<file path="src/hw/rtl/stt_pkg.sv">
// package: types, codes and helpers of the scene text tokenizer
`default_nettype none
package stt_pkg;

  localparam int unsigned LenW = 9;
  localparam logic [LenW-1:0] MaxLenReset = 9'd255;

  typedef enum logic [2:0] {
    MODE_IDLE = 3'd0,
    MODE_WORD = 3'd1,
    MODE_STR  = 3'd2,
    MODE_ESC  = 3'd3,
    MODE_CMT  = 3'd4
  } scan_mode_t;

  localparam logic [1:0] EV_BYTE  = 2'd0;
  localparam logic [1:0] EV_END   = 2'd1;
  localparam logic [1:0] EV_ABORT = 2'd2;

  localparam logic [1:0] KIND_WORD = 2'd0;
  localparam logic [1:0] KIND_STR  = 2'd1;
  localparam logic [1:0] KIND_BRK  = 2'd2;
  localparam logic [1:0] KIND_CMT  = 2'd3;

  localparam logic [2:0] ERR_NONE     = 3'd0;
  localparam logic [2:0] ERR_NEWLINE  = 3'd1;
  localparam logic [2:0] ERR_ESCAPE   = 3'd2;
  localparam logic [2:0] ERR_TOO_LONG = 3'd3;
  localparam logic [2:0] ERR_UNTERM   = 3'd4;

  localparam logic REQ_END = 1'b1;

  localparam logic [7:0] CH_TAB   = 8'h09;
  localparam logic [7:0] CH_LF    = 8'h0A;
  localparam logic [7:0] CH_CR    = 8'h0D;
  localparam logic [7:0] CH_FF    = 8'h0C;
  localparam logic [7:0] CH_BS    = 8'h08;
  localparam logic [7:0] CH_SPACE = 8'h20;
  localparam logic [7:0] CH_DQUOTE = 8'h22;
  localparam logic [7:0] CH_SQUOTE = 8'h27;
  localparam logic [7:0] CH_HASH  = 8'h23;
  localparam logic [7:0] CH_LBRK  = 8'h5B;
  localparam logic [7:0] CH_RBRK  = 8'h5D;
  localparam logic [7:0] CH_BSLASH = 8'h5C;
  localparam logic [7:0] CH_LC_B  = 8'h62;
  localparam logic [7:0] CH_LC_F  = 8'h66;
  localparam logic [7:0] CH_LC_N  = 8'h6E;
  localparam logic [7:0] CH_LC_R  = 8'h72;
  localparam logic [7:0] CH_LC_T  = 8'h74;

  typedef struct packed {
    logic [1:0] event_kind;
    logic [1:0] token_kind;
    logic [7:0] token_byte;
    logic [2:0] error_code;
    logic       last_of_input;
  } tok_res_t;

  localparam tok_res_t RES_NONE = '{EV_BYTE, KIND_WORD, 8'd0, ERR_NONE, 1'b0};

  function automatic logic is_space(input logic [7:0] c);
    return (c == CH_SPACE) || ((c >= CH_TAB) && (c <= CH_CR));
  endfunction

  function automatic logic is_bracket(input logic [7:0] c);
    return (c == CH_LBRK) || (c == CH_RBRK);
  endfunction

  // escape decode, bit 8 flags a valid escape
  function automatic logic [8:0] decode_escape(input logic [7:0] c);
    logic [8:0] d;
    case (c)
      CH_LC_B:   d = {1'b1, CH_BS};
      CH_LC_F:   d = {1'b1, CH_FF};
      CH_LC_N:   d = {1'b1, CH_LF};
      CH_LC_R:   d = {1'b1, CH_CR};
      CH_LC_T:   d = {1'b1, CH_TAB};
      CH_BSLASH: d = {1'b1, CH_BSLASH};
      CH_SQUOTE: d = {1'b1, CH_SQUOTE};
      CH_DQUOTE: d = {1'b1, CH_DQUOTE};
      default:   d = 9'd0;
    endcase
    return d;
  endfunction

  function automatic tok_res_t mk_byte(input logic [1:0] kind, input logic [7:0] b);
    return '{EV_BYTE, kind, b, ERR_NONE, 1'b0};
  endfunction

  function automatic tok_res_t mk_end(input logic [1:0] kind);
    return '{EV_END, kind, 8'd0, ERR_NONE, 1'b0};
  endfunction

  function automatic tok_res_t mk_abort(input logic [1:0] kind, input logic [2:0] err);
    return '{EV_ABORT, kind, 8'd0, err, 1'b0};
  endfunction

endpackage
`default_nettype wire

</file>
<file path="src/hw/rtl/stt_if.sv">
// interfaces: input, result and configuration channels of the tokenizer
`default_nettype none
interface stt_in_if;
  logic       valid;
  logic       ready;
  logic       req_type;
  logic [7:0] text_byte;
  modport source (output valid, output req_type, output text_byte, input ready);
  modport sink   (input valid, input req_type, input text_byte, output ready);
endinterface

interface stt_out_if;
  logic       valid;
  logic       ready;
  logic [1:0] event_kind;
  logic [1:0] token_kind;
  logic [7:0] token_byte;
  logic [2:0] error_code;
  logic       last_of_input;
  modport source (output valid, output event_kind, output token_kind, output token_byte,
                  output error_code, output last_of_input, input ready);
  modport sink   (input valid, input event_kind, input token_kind, input token_byte,
                  input error_code, input last_of_input, output ready);
endinterface

interface stt_cfg_if;
  logic       valid;
  logic       ready;
  logic [8:0] max_token_len;
  modport source (output valid, output max_token_len, input ready);
  modport sink   (input valid, input max_token_len, output ready);
endinterface
`default_nettype wire

</file>
<file path="src/hw/rtl/scene_text_tokenizer_unit.sv">
// top level: scene text tokenizer, byte stream in, token events out
// path: an input item is registered in the pending slot, then its results in the result register
// throughput: one item per cycle while each item gives at most one result and out_ch.ready
// is high; an item giving k results holds the result register for k output transfers
// reset: scanner idle, token length zero, max_token_len 255, no pending item
`default_nettype none
module scene_text_tokenizer_unit (
  input  wire        clk,
  input  wire        rst_n,
  stt_in_if.sink     in_ch,
  stt_out_if.source  out_ch,
  stt_cfg_if.sink    cfg_ch
);
  import stt_pkg::*;

  logic             pend_v_r;
  logic             pend_req_r;
  logic [7:0]       pend_byte_r;
  scan_mode_t       mode_r, mode_nxt;
  logic [LenW-1:0]  len_r, len_nxt;
  logic [LenW-1:0]  max_len_r;
  tok_res_t         res_r [3];
  tok_res_t         res_nxt [3];
  logic [1:0]       n_r, n_nxt;
  logic [1:0]       idx_r;

  logic out_take, last_take, buf_free, proc;

  // idle-byte scan results
  tok_res_t        ib_res0, ib_res1;
  logic [1:0]      ib_n;
  scan_mode_t      ib_mode;
  logic [LenW-1:0] ib_len;
  logic [1:0]      ib_kind;
  scan_mode_t      ib_tok_mode;

  logic [7:0] c;
  logic       put_ok;
  logic [8:0] esc;

  assign out_ch.valid = (idx_r != n_r);
  assign out_take     = out_ch.valid && out_ch.ready;
  assign last_take    = out_take && (idx_r == 2'(n_r - 2'd1));
  assign buf_free     = !out_ch.valid || last_take;
  assign proc         = pend_v_r && buf_free;
  assign in_ch.ready  = !pend_v_r || proc;
  assign cfg_ch.ready = 1'b1;

  assign out_ch.event_kind    = res_r[idx_r].event_kind;
  assign out_ch.token_kind    = res_r[idx_r].token_kind;
  assign out_ch.token_byte    = res_r[idx_r].token_byte;
  assign out_ch.error_code    = res_r[idx_r].error_code;
  assign out_ch.last_of_input = res_r[idx_r].last_of_input;

  assign c      = pend_byte_r;
  assign put_ok = len_r < max_len_r;
  assign esc    = decode_escape(c);

  always_comb begin
    ib_res0 = RES_NONE;
    ib_res1 = RES_NONE;
    ib_n    = 2'd0;
    ib_mode = MODE_IDLE;
    ib_len  = '0;
    if (c == CH_DQUOTE) begin
      ib_kind     = KIND_STR;
      ib_tok_mode = MODE_STR;
    end else if (c == CH_HASH) begin
      ib_kind     = KIND_CMT;
      ib_tok_mode = MODE_CMT;
    end else if (is_bracket(c)) begin
      ib_kind     = KIND_BRK;
      ib_tok_mode = MODE_IDLE;
    end else begin
      ib_kind     = KIND_WORD;
      ib_tok_mode = MODE_WORD;
    end
    if (!is_space(c)) begin
      if (max_len_r == '0) begin
        ib_res0 = mk_abort(ib_kind, ERR_TOO_LONG);
        ib_n    = 2'd1;
      end else if (is_bracket(c)) begin
        ib_res0 = mk_byte(KIND_BRK, c);
        ib_res1 = mk_end(KIND_BRK);
        ib_n    = 2'd2;
      end else begin
        ib_res0 = mk_byte(ib_kind, c);
        ib_n    = 2'd1;
        ib_mode = ib_tok_mode;
        ib_len  = LenW'(1);
      end
    end
  end

  always_comb begin
    for (int i = 0; i < 3; i++) begin
      res_nxt[i] = RES_NONE;
    end
    n_nxt    = 2'd0;
    mode_nxt = mode_r;
    len_nxt  = len_r;
    if (pend_req_r == REQ_END) begin
      mode_nxt = MODE_IDLE;
      len_nxt  = '0;
      case (mode_r)
        MODE_WORD: begin
          res_nxt[0] = mk_end(KIND_WORD);
          n_nxt      = 2'd1;
        end
        MODE_CMT: begin
          res_nxt[0] = mk_end(KIND_CMT);
          n_nxt      = 2'd1;
        end
        MODE_STR, MODE_ESC: begin
          res_nxt[0] = mk_abort(KIND_STR, ERR_UNTERM);
          n_nxt      = 2'd1;
        end
        default: n_nxt = 2'd0;
      endcase
    end else begin
      case (mode_r)
        MODE_WORD: begin
          if (is_space(c) || c == CH_DQUOTE || is_bracket(c)) begin
            res_nxt[0] = mk_end(KIND_WORD);
            res_nxt[1] = ib_res0;
            res_nxt[2] = ib_res1;
            n_nxt      = 2'(2'd1 + ib_n);
            mode_nxt   = ib_mode;
            len_nxt    = ib_len;
          end else if (put_ok) begin
            res_nxt[0] = mk_byte(KIND_WORD, c);
            n_nxt      = 2'd1;
            len_nxt    = LenW'(len_r + 1'b1);
          end else begin
            res_nxt[0] = mk_abort(KIND_WORD, ERR_TOO_LONG);
            n_nxt      = 2'd1;
            mode_nxt   = MODE_IDLE;
            len_nxt    = '0;
          end
        end
        MODE_STR: begin
          if (c == CH_BSLASH) begin
            mode_nxt = MODE_ESC;
          end else if (c == CH_LF) begin
            res_nxt[0] = mk_abort(KIND_STR, ERR_NEWLINE);
            n_nxt      = 2'd1;
            mode_nxt   = MODE_IDLE;
            len_nxt    = '0;
          end else if (!put_ok) begin
            res_nxt[0] = mk_abort(KIND_STR, ERR_TOO_LONG);
            n_nxt      = 2'd1;
            mode_nxt   = MODE_IDLE;
            len_nxt    = '0;
          end else if (c == CH_DQUOTE) begin
            res_nxt[0] = mk_byte(KIND_STR, c);
            res_nxt[1] = mk_end(KIND_STR);
            n_nxt      = 2'd2;
            mode_nxt   = MODE_IDLE;
            len_nxt    = '0;
          end else begin
            res_nxt[0] = mk_byte(KIND_STR, c);
            n_nxt      = 2'd1;
            len_nxt    = LenW'(len_r + 1'b1);
          end
        end
        MODE_ESC: begin
          n_nxt = 2'd1;
          if (c == CH_LF) begin
            res_nxt[0] = mk_abort(KIND_STR, ERR_NEWLINE);
            mode_nxt   = MODE_IDLE;
            len_nxt    = '0;
          end else if (!esc[8]) begin
            res_nxt[0] = mk_abort(KIND_STR, ERR_ESCAPE);
            mode_nxt   = MODE_IDLE;
            len_nxt    = '0;
          end else if (!put_ok) begin
            res_nxt[0] = mk_abort(KIND_STR, ERR_TOO_LONG);
            mode_nxt   = MODE_IDLE;
            len_nxt    = '0;
          end else begin
            res_nxt[0] = mk_byte(KIND_STR, esc[7:0]);
            mode_nxt   = MODE_STR;
            len_nxt    = LenW'(len_r + 1'b1);
          end
        end
        MODE_CMT: begin
          n_nxt = 2'd1;
          if (c == CH_LF || c == CH_CR) begin
            res_nxt[0] = mk_end(KIND_CMT);
            mode_nxt   = MODE_IDLE;
            len_nxt    = '0;
          end else if (!put_ok) begin
            res_nxt[0] = mk_abort(KIND_CMT, ERR_TOO_LONG);
            mode_nxt   = MODE_IDLE;
            len_nxt    = '0;
          end else begin
            res_nxt[0] = mk_byte(KIND_CMT, c);
            len_nxt    = LenW'(len_r + 1'b1);
          end
        end
        default: begin
          res_nxt[0] = ib_res0;
          res_nxt[1] = ib_res1;
          n_nxt      = ib_n;
          mode_nxt   = ib_mode;
          len_nxt    = ib_len;
        end
      endcase
    end
    for (int i = 0; i < 3; i++) begin
      res_nxt[i].last_of_input = (2'(i) == 2'(n_nxt - 2'd1));
    end
  end

  always_ff @(posedge clk) begin
    if (!rst_n) begin
      pend_v_r  <= 1'b0;
      mode_r    <= MODE_IDLE;
      len_r     <= '0;
      max_len_r <= MaxLenReset;
      n_r       <= 2'd0;
      idx_r     <= 2'd0;
    end else begin
      if (in_ch.ready) begin
        pend_v_r <= in_ch.valid;
      end
      if (cfg_ch.valid) begin
        max_len_r <= cfg_ch.max_token_len;
      end
      if (proc) begin
        mode_r <= mode_nxt;
        len_r  <= len_nxt;
        n_r    <= n_nxt;
        idx_r  <= 2'd0;
      end else if (last_take) begin
        n_r   <= 2'd0;
        idx_r <= 2'd0;
      end else if (out_take) begin
        idx_r <= 2'(idx_r + 2'd1);
      end
    end
  end

  always_ff @(posedge clk) begin
    if (in_ch.valid && in_ch.ready) begin
      pend_req_r  <= in_ch.req_type;
      pend_byte_r <= in_ch.text_byte;
    end
    if (proc) begin
      for (int i = 0; i < 3; i++) begin
        res_r[i] <= res_nxt[i];
      end
    end
  end

  a_idle_len: assert property (@(posedge clk) disable iff (!rst_n)
    (mode_r == MODE_IDLE) |-> (len_r == '0))
    else $error("token length not cleared while scanner idle");

  a_more_results: assert property (@(posedge clk) disable iff (!rst_n)
    (out_take && !out_ch.last_of_input) |=> out_ch.valid)
    else $error("results of an item dropped before its last one");

  a_last_pos: assert property (@(posedge clk) disable iff (!rst_n)
    out_ch.valid |-> (out_ch.last_of_input == (idx_r == 2'(n_r - 2'd1))))
    else $error("last flag out of step with result position");

  a_no_overrun: assert property (@(posedge clk) disable iff (!rst_n)
    (pend_v_r && !buf_free) |-> !in_ch.ready)
    else $error("input taken while pending item blocked");

endmodule
`default_nettype wire
</file>
<file path="src/flat_wrapper.sv">
// flat-port wrapper written by rule: the top's interface ports become plain ports
module scene_text_tokenizer_unit_flat import stt_pkg::*;
  (clk, rst_n, in_ch_valid, in_ch_req_type, in_ch_text_byte, in_ch_ready, out_ch_valid, out_ch_event_kind, out_ch_token_kind, out_ch_token_byte, out_ch_error_code, out_ch_last_of_input, out_ch_ready, cfg_ch_valid, cfg_ch_max_token_len, cfg_ch_ready);
  stt_in_if in_ch_i ();
  stt_out_if out_ch_i ();
  stt_cfg_if cfg_ch_i ();
  input  wire clk;
  input  wire rst_n;
  input wire logic [$bits(in_ch_i.valid)-1:0] in_ch_valid;
  input wire logic [$bits(in_ch_i.req_type)-1:0] in_ch_req_type;
  input wire logic [$bits(in_ch_i.text_byte)-1:0] in_ch_text_byte;
  output wire logic [$bits(in_ch_i.ready)-1:0] in_ch_ready;
  output wire logic [$bits(out_ch_i.valid)-1:0] out_ch_valid;
  output wire logic [$bits(out_ch_i.event_kind)-1:0] out_ch_event_kind;
  output wire logic [$bits(out_ch_i.token_kind)-1:0] out_ch_token_kind;
  output wire logic [$bits(out_ch_i.token_byte)-1:0] out_ch_token_byte;
  output wire logic [$bits(out_ch_i.error_code)-1:0] out_ch_error_code;
  output wire logic [$bits(out_ch_i.last_of_input)-1:0] out_ch_last_of_input;
  input wire logic [$bits(out_ch_i.ready)-1:0] out_ch_ready;
  input wire logic [$bits(cfg_ch_i.valid)-1:0] cfg_ch_valid;
  input wire logic [$bits(cfg_ch_i.max_token_len)-1:0] cfg_ch_max_token_len;
  output wire logic [$bits(cfg_ch_i.ready)-1:0] cfg_ch_ready;
  assign in_ch_i.valid = in_ch_valid;
  assign in_ch_i.req_type = in_ch_req_type;
  assign in_ch_i.text_byte = in_ch_text_byte;
  assign in_ch_ready = in_ch_i.ready;
  assign out_ch_valid = out_ch_i.valid;
  assign out_ch_event_kind = out_ch_i.event_kind;
  assign out_ch_token_kind = out_ch_i.token_kind;
  assign out_ch_token_byte = out_ch_i.token_byte;
  assign out_ch_error_code = out_ch_i.error_code;
  assign out_ch_last_of_input = out_ch_i.last_of_input;
  assign out_ch_i.ready = out_ch_ready;
  assign cfg_ch_i.valid = cfg_ch_valid;
  assign cfg_ch_i.max_token_len = cfg_ch_max_token_len;
  assign cfg_ch_ready = cfg_ch_i.ready;
  scene_text_tokenizer_unit u_core (.clk(clk), .rst_n(rst_n), .in_ch(in_ch_i), .out_ch(out_ch_i), .cfg_ch(cfg_ch_i));
endmodule
</file>
<file path="config.mk">
export PLATFORM = sky130hd
export DESIGN_NAME = scene_text_tokenizer_unit_flat
export DESIGN_NICKNAME = d
export VERILOG_FILES = /design/src/hw/rtl/stt_pkg.sv /design/src/hw/rtl/stt_if.sv /design/src/hw/rtl/scene_text_tokenizer_unit.sv /design/src/flat_wrapper.sv
export SDC_FILE = /design/constraint.sdc
export NUM_CORES = 1
export LEC_CHECK = 0
export BUFFER_PORTS_ARGS = -buffer_cell sky130_fd_sc_hd__buf_2
export CORE_MARGIN = 2
export CORE_UTILIZATION = 35
export CTS_CLUSTER_DIAMETER = 80
export DETAILED_ROUTE_END_ITERATION = 8
export GPL_ROUTABILITY_DRIVEN = 0
export PLACE_DENSITY = 0.5
export SYNTH_ARGS = -nofsm -noshare
export SYNTH_HDL_FRONTEND = slang
export SYNTH_SLANG_ARGS = --single-unit
</file>
<file path="constraint.sdc">
create_clock -name clk -period 2.9 [get_ports clk]
set_clock_uncertainty 0.05 [all_clocks]
set_input_delay 0.29 -clock clk [delete_from_list [all_inputs] [get_ports clk]]
set_output_delay 0.29 -clock clk [all_outputs]
set_load 0.1 [all_outputs]
</file>
==> insert_results.sql <==
INSERT INTO impl_metrics (metric_group, metric, value, unit) VALUES
('worst_setup_path', 'critical_path_fanouts_max', '6', ''),
('outcome', 'status', 'finished, final reports clean', ''),
('yosys', 'synth-compound-area-share', '0.189', ''),
('drt', 'num_vias', '3408', ''),
('yosys', 'synth.area.mux_share', '0.0328', ''),
('sta', 'setup_viol', '0', ''),
('placed_design', 'place_worst_setup_slack', '86.5', 'ps'),
('cts', 'tritoncts.num_buffers', '9', ''),
('placed_design', 'placed_cell_area', '0.00444', 'mm²'),
('floorplanning', 'placement_rows', '39', ''),
('drt', 'dr.pass1.iters', '5', ''),
('pwr', 'share_comb_of_total_power', '0.150', ''),
('finish', 'finalNetCount', '514', ''),
('floorplanning', 'die_width', '111', 'µm'),
('pwr', 'power_switching_share', '0.272', ''),
('cts', 'postCtsHoldBufs', '0', ''),
('cts', 'clk_pin_slew_worst_paths', '60', 'ps'),
('min_path', 'number_of_stages_on_the_worst_hold_path', '1', ''),
('sta', 'final.period_utilization', '0.943', ''),
('sta', 'finalWorstSetupSlack', '165', 'ps'),
('finish', 'antenna-diode-count', '0', ''),
('worst_setup_path', 'r2r_slack', '160', 'ps'),
('grt', 'global_route_usage_over_all_layers', '0.162', ''),
('floorplanning', 'die_footprint', '0.0123', 'mm²'),
('yosys', 'yosys.area_share.simple', '0.244', ''),
('pwr', 'power.density', '554', 'mW/mm²'),
('yosys', 'synth_xor_area_frac', '0.0153', ''),
('cts', 'htree_levels', '3', ''),
('drt', 'drt-total-wl', '9750', 'µm'),
('grt', 'grt_overflow', '0', ''),
('grt', 'first_pass_grt_wire_length', '16200', 'µm'),
('sta', 'timing.final.crit_period', '2740', 'ps'),
('cts', 'ctsRootBufferMaster', 'sky130_fd_sc_hd__clkbuf_16', ''),
('yosys', 'synth.cell_area', '0.00401', 'mm²'),
('drt', 'drc', '0', ''),
('sta', 'timing_hold_violations_final', '0', ''),
('yosys', 'number_of_warning_messages_in_the_yosys_log', '0', ''),
('worst_setup_path', 'crit_path_start_kind', 'register', ''),
('finish', 'fillers', '1110', ''),
('floorplanning', 'floorplan.die.height', '111', 'µm'),
('yosys', 'sequential_to_total_area_share_from_yosys_stat', '0.439', ''),
('floorplanning', 'ioPinCount', '42', ''),
('cts', 'clock_tree.buffer_depth', '2', ''),
('sta', 'grt_setup_unrepaired', 'no', ''),
('yosys', 'synthFlopType', 'sky130_fd_sc_hd__edfxtp_1', ''),
('finish', 'final_cell_area', '0.00476', 'mm²'),
('sta', 'max_freq', '366', 'MHz'),
('yosys', 'synth-seq-cells', '68', ''),
('yosys', 'synth_fa_ha_area_frac', '0.0281', ''),
('yosys', 'syn-num-nets', '467', ''),
('sta', 'final_max_slew_viol_count', '0', ''),
('sta', 'worst_slew_margin_rel', '0.559', ''),
('yosys', 'main_combinational_cell_family_by_area_after_synthesis', 'simple AND/OR/NAND/NOR gates', ''),
('grt', 'grt_pass1_vias', '3198', ''),
('cts', 'cts_tree', 'yes', ''),
('grt', 'maximum_number_of_pins_on_one_net_before_global_route_repair', '33', ''),
('drt', 'drt_iter0_markers', '280', ''),
('pwr', 'power.share.clock', '0.434', ''),
('sta', 'max_slew.worst_pin.slew', '660', 'ps'),
('yosys', 'synth_edf_count', '40', ''),
('pwr', 'part_of_the_power_in_registers', '0.417', ''),
('min_path', 'min_path_type', 'primary input to register', ''),
('run', 'timing.max_cap.violations', '0', ''),
('worst_setup_path', 'timing.setup.critical_path_class', 'register to register', ''),
('placed_design', 'placement.io_buffers', '40', ''),
('yosys', 'postSynth.asyncResetShare', '0', ''),
('finish', 'final_cell_mix', 'sky130_fd_sc_hd__buf_2 (40), sky130_fd_sc_hd__edfxtp_1 (40), sky130_fd_sc_hd__nand2_1 (39), sky130_fd_sc_hd__nor2_1 (33), sky130_fd_sc_hd__dfxtp_1 (28)', ''),
('cts', 'cts.repair_timing.setup_buffer_count', '0', ''),
('floorplanning', 'design.core.area', '0.0113', 'mm²'),
('worst_setup_path', 'required', '2900', 'ps'),
('drt', 'drtAntennaViolNets', '0', '');
registers in the layout (all words and copies together), names as in the netlist, named ones only:
register	count
u_core.c	8
u_core.idx_r	2
u_core.len_r	9
u_core.max_len_r	9
u_core.mode_r	3
u_core.n_r	2
u_core.pend_req_r	1
u_core.pend_v_r	1
u_core.res_r	31
power by group through the flow:
| stage | Combinational [mW] | Sequential (mW) | Clock, mW |
|---|---|---|---|
| 2_1_floorplan | 0.319 | 1.11 | 0 |
| 3_3_place_gp | 0.394 | 1.12 | 0 |
| 3_5_place_dp | 0.395 | 1.12 | 0 |
| 4_1_cts | 0.396 | 1.10 | 1.17 |
| 5_1_grt | 0.425 | 1.11 | 1.22 |
| 6_report | 0.395 | 1.10 | 1.15 |
cells by family (layout without fill, tap and decap cells):
group / after synthesis / after routing
and+or+nand+nor: 181 / 181
AOI/OAI and AO/OA: 107 / 107
DFF: 68 / 68
buffers and inverters: 48 / 100
muxes: 13 / 13
adders and majority gates: 9 / 9
xor gates and xnor gates: 7 / 7
other: 2 / 2
per-stage QoR:
stage,instances,setup TNS [ps],hold slack (ps),utilization
final,630,0,85.0,0.421
after global routing,630,0,70.6,0.421
after global placement,614,0,417,0.392
after CTS,630,0,75.0,0.420
after detailed placement,614,0,419,0.392
after floorplan,435,-287,339,-
final timing paths:
check | startpoint | endpoint
max | u_core.len_r[6] | u_core.res_r[2][0]
max reg2reg | u_core.len_r[6] | u_core.res_r[2][0]
min reg2reg | u_core.n_r[1] | u_core.n_r[1]
min | in_ch_text_byte[6] | u_core.c[6]
synth_stat cells (6+ instances only):
cell	count	area, µm²
sky130_fd_sc_hd__o221ai_1	6	52.6
sky130_fd_sc_hd__o21ai_1	7	35.0
sky130_fd_sc_hd__dfxtp_1	28	561
sky130_fd_sc_hd__a21oi_1	16	80.1
sky130_fd_sc_hd__o211ai_1	13	97.6
sky130_fd_sc_hd__nand2b_1	10	62.6
sky130_fd_sc_hd__nor3_1	21	105
sky130_fd_sc_hd__nor2b_1	13	81.3
sky130_fd_sc_hd__nand2_1	39	146
sky130_fd_sc_hd__ha_1	9	113
sky130_fd_sc_hd__and3_1	7	43.8
sky130_fd_sc_hd__mux2i_1	12	120
sky130_fd_sc_hd__clkbuf_1	15	56.3
sky130_fd_sc_hd__nand3_1	12	60.1
sky130_fd_sc_hd__o21ai_0	14	70.1
sky130_fd_sc_hd__edfxtp_1	40	1200
sky130_fd_sc_hd__nor2_1	33	124
sky130_fd_sc_hd__buf_2	7	35.0
sky130_fd_sc_hd__a31oi_1	6	37.5
sky130_fd_sc_hd__a211oi_1	6	45.0
sky130_fd_sc_hd__inv_1	22	82.6
sky130_fd_sc_hd__nor4_1	6	37.5
layout make-up:
type,instances,area [µm²],share of cell area
clock buffers,10,229,0.0481
clock inverters,6,88.8,0.0186
inverters,22,82.6,0.0173
multi-input cells,319,2060,0.432
flip-flops and latches,68,1760,0.370
well taps,143,179,0.0376
repair buffers,62,365,0.0767
repair_timing:
action                                  in CTS  in global routing
endpoints found under the setup margin       0                  5
gates resized for setup                      0                  1
hold endpoints to repair                     0                  0
metal layers:
metal  wire length [µm]  share of wire  global-route usage  vias up
li1                   -              -                   -     1731
met1               4680           0.48               0.222     1561
met2               4440           0.46               0.257      100
met3                418          0.043              0.0273       16
met4                206          0.021              0.0617        0
met5                  0              0                   0        -
worst max-delay path, cell delays in order (launching register included):
cell                       delay, ps
sky130_fd_sc_hd__dfxtp_1         430
sky130_fd_sc_hd__ha_1            290
sky130_fd_sc_hd__a21o_1          160
sky130_fd_sc_hd__a221oi_1        450
sky130_fd_sc_hd__o21a_1          300
sky130_fd_sc_hd__a31oi_1         110
sky130_fd_sc_hd__o32ai_1         550
sky130_fd_sc_hd__nor2_1          120
Power figures use the tool's default switching activity.
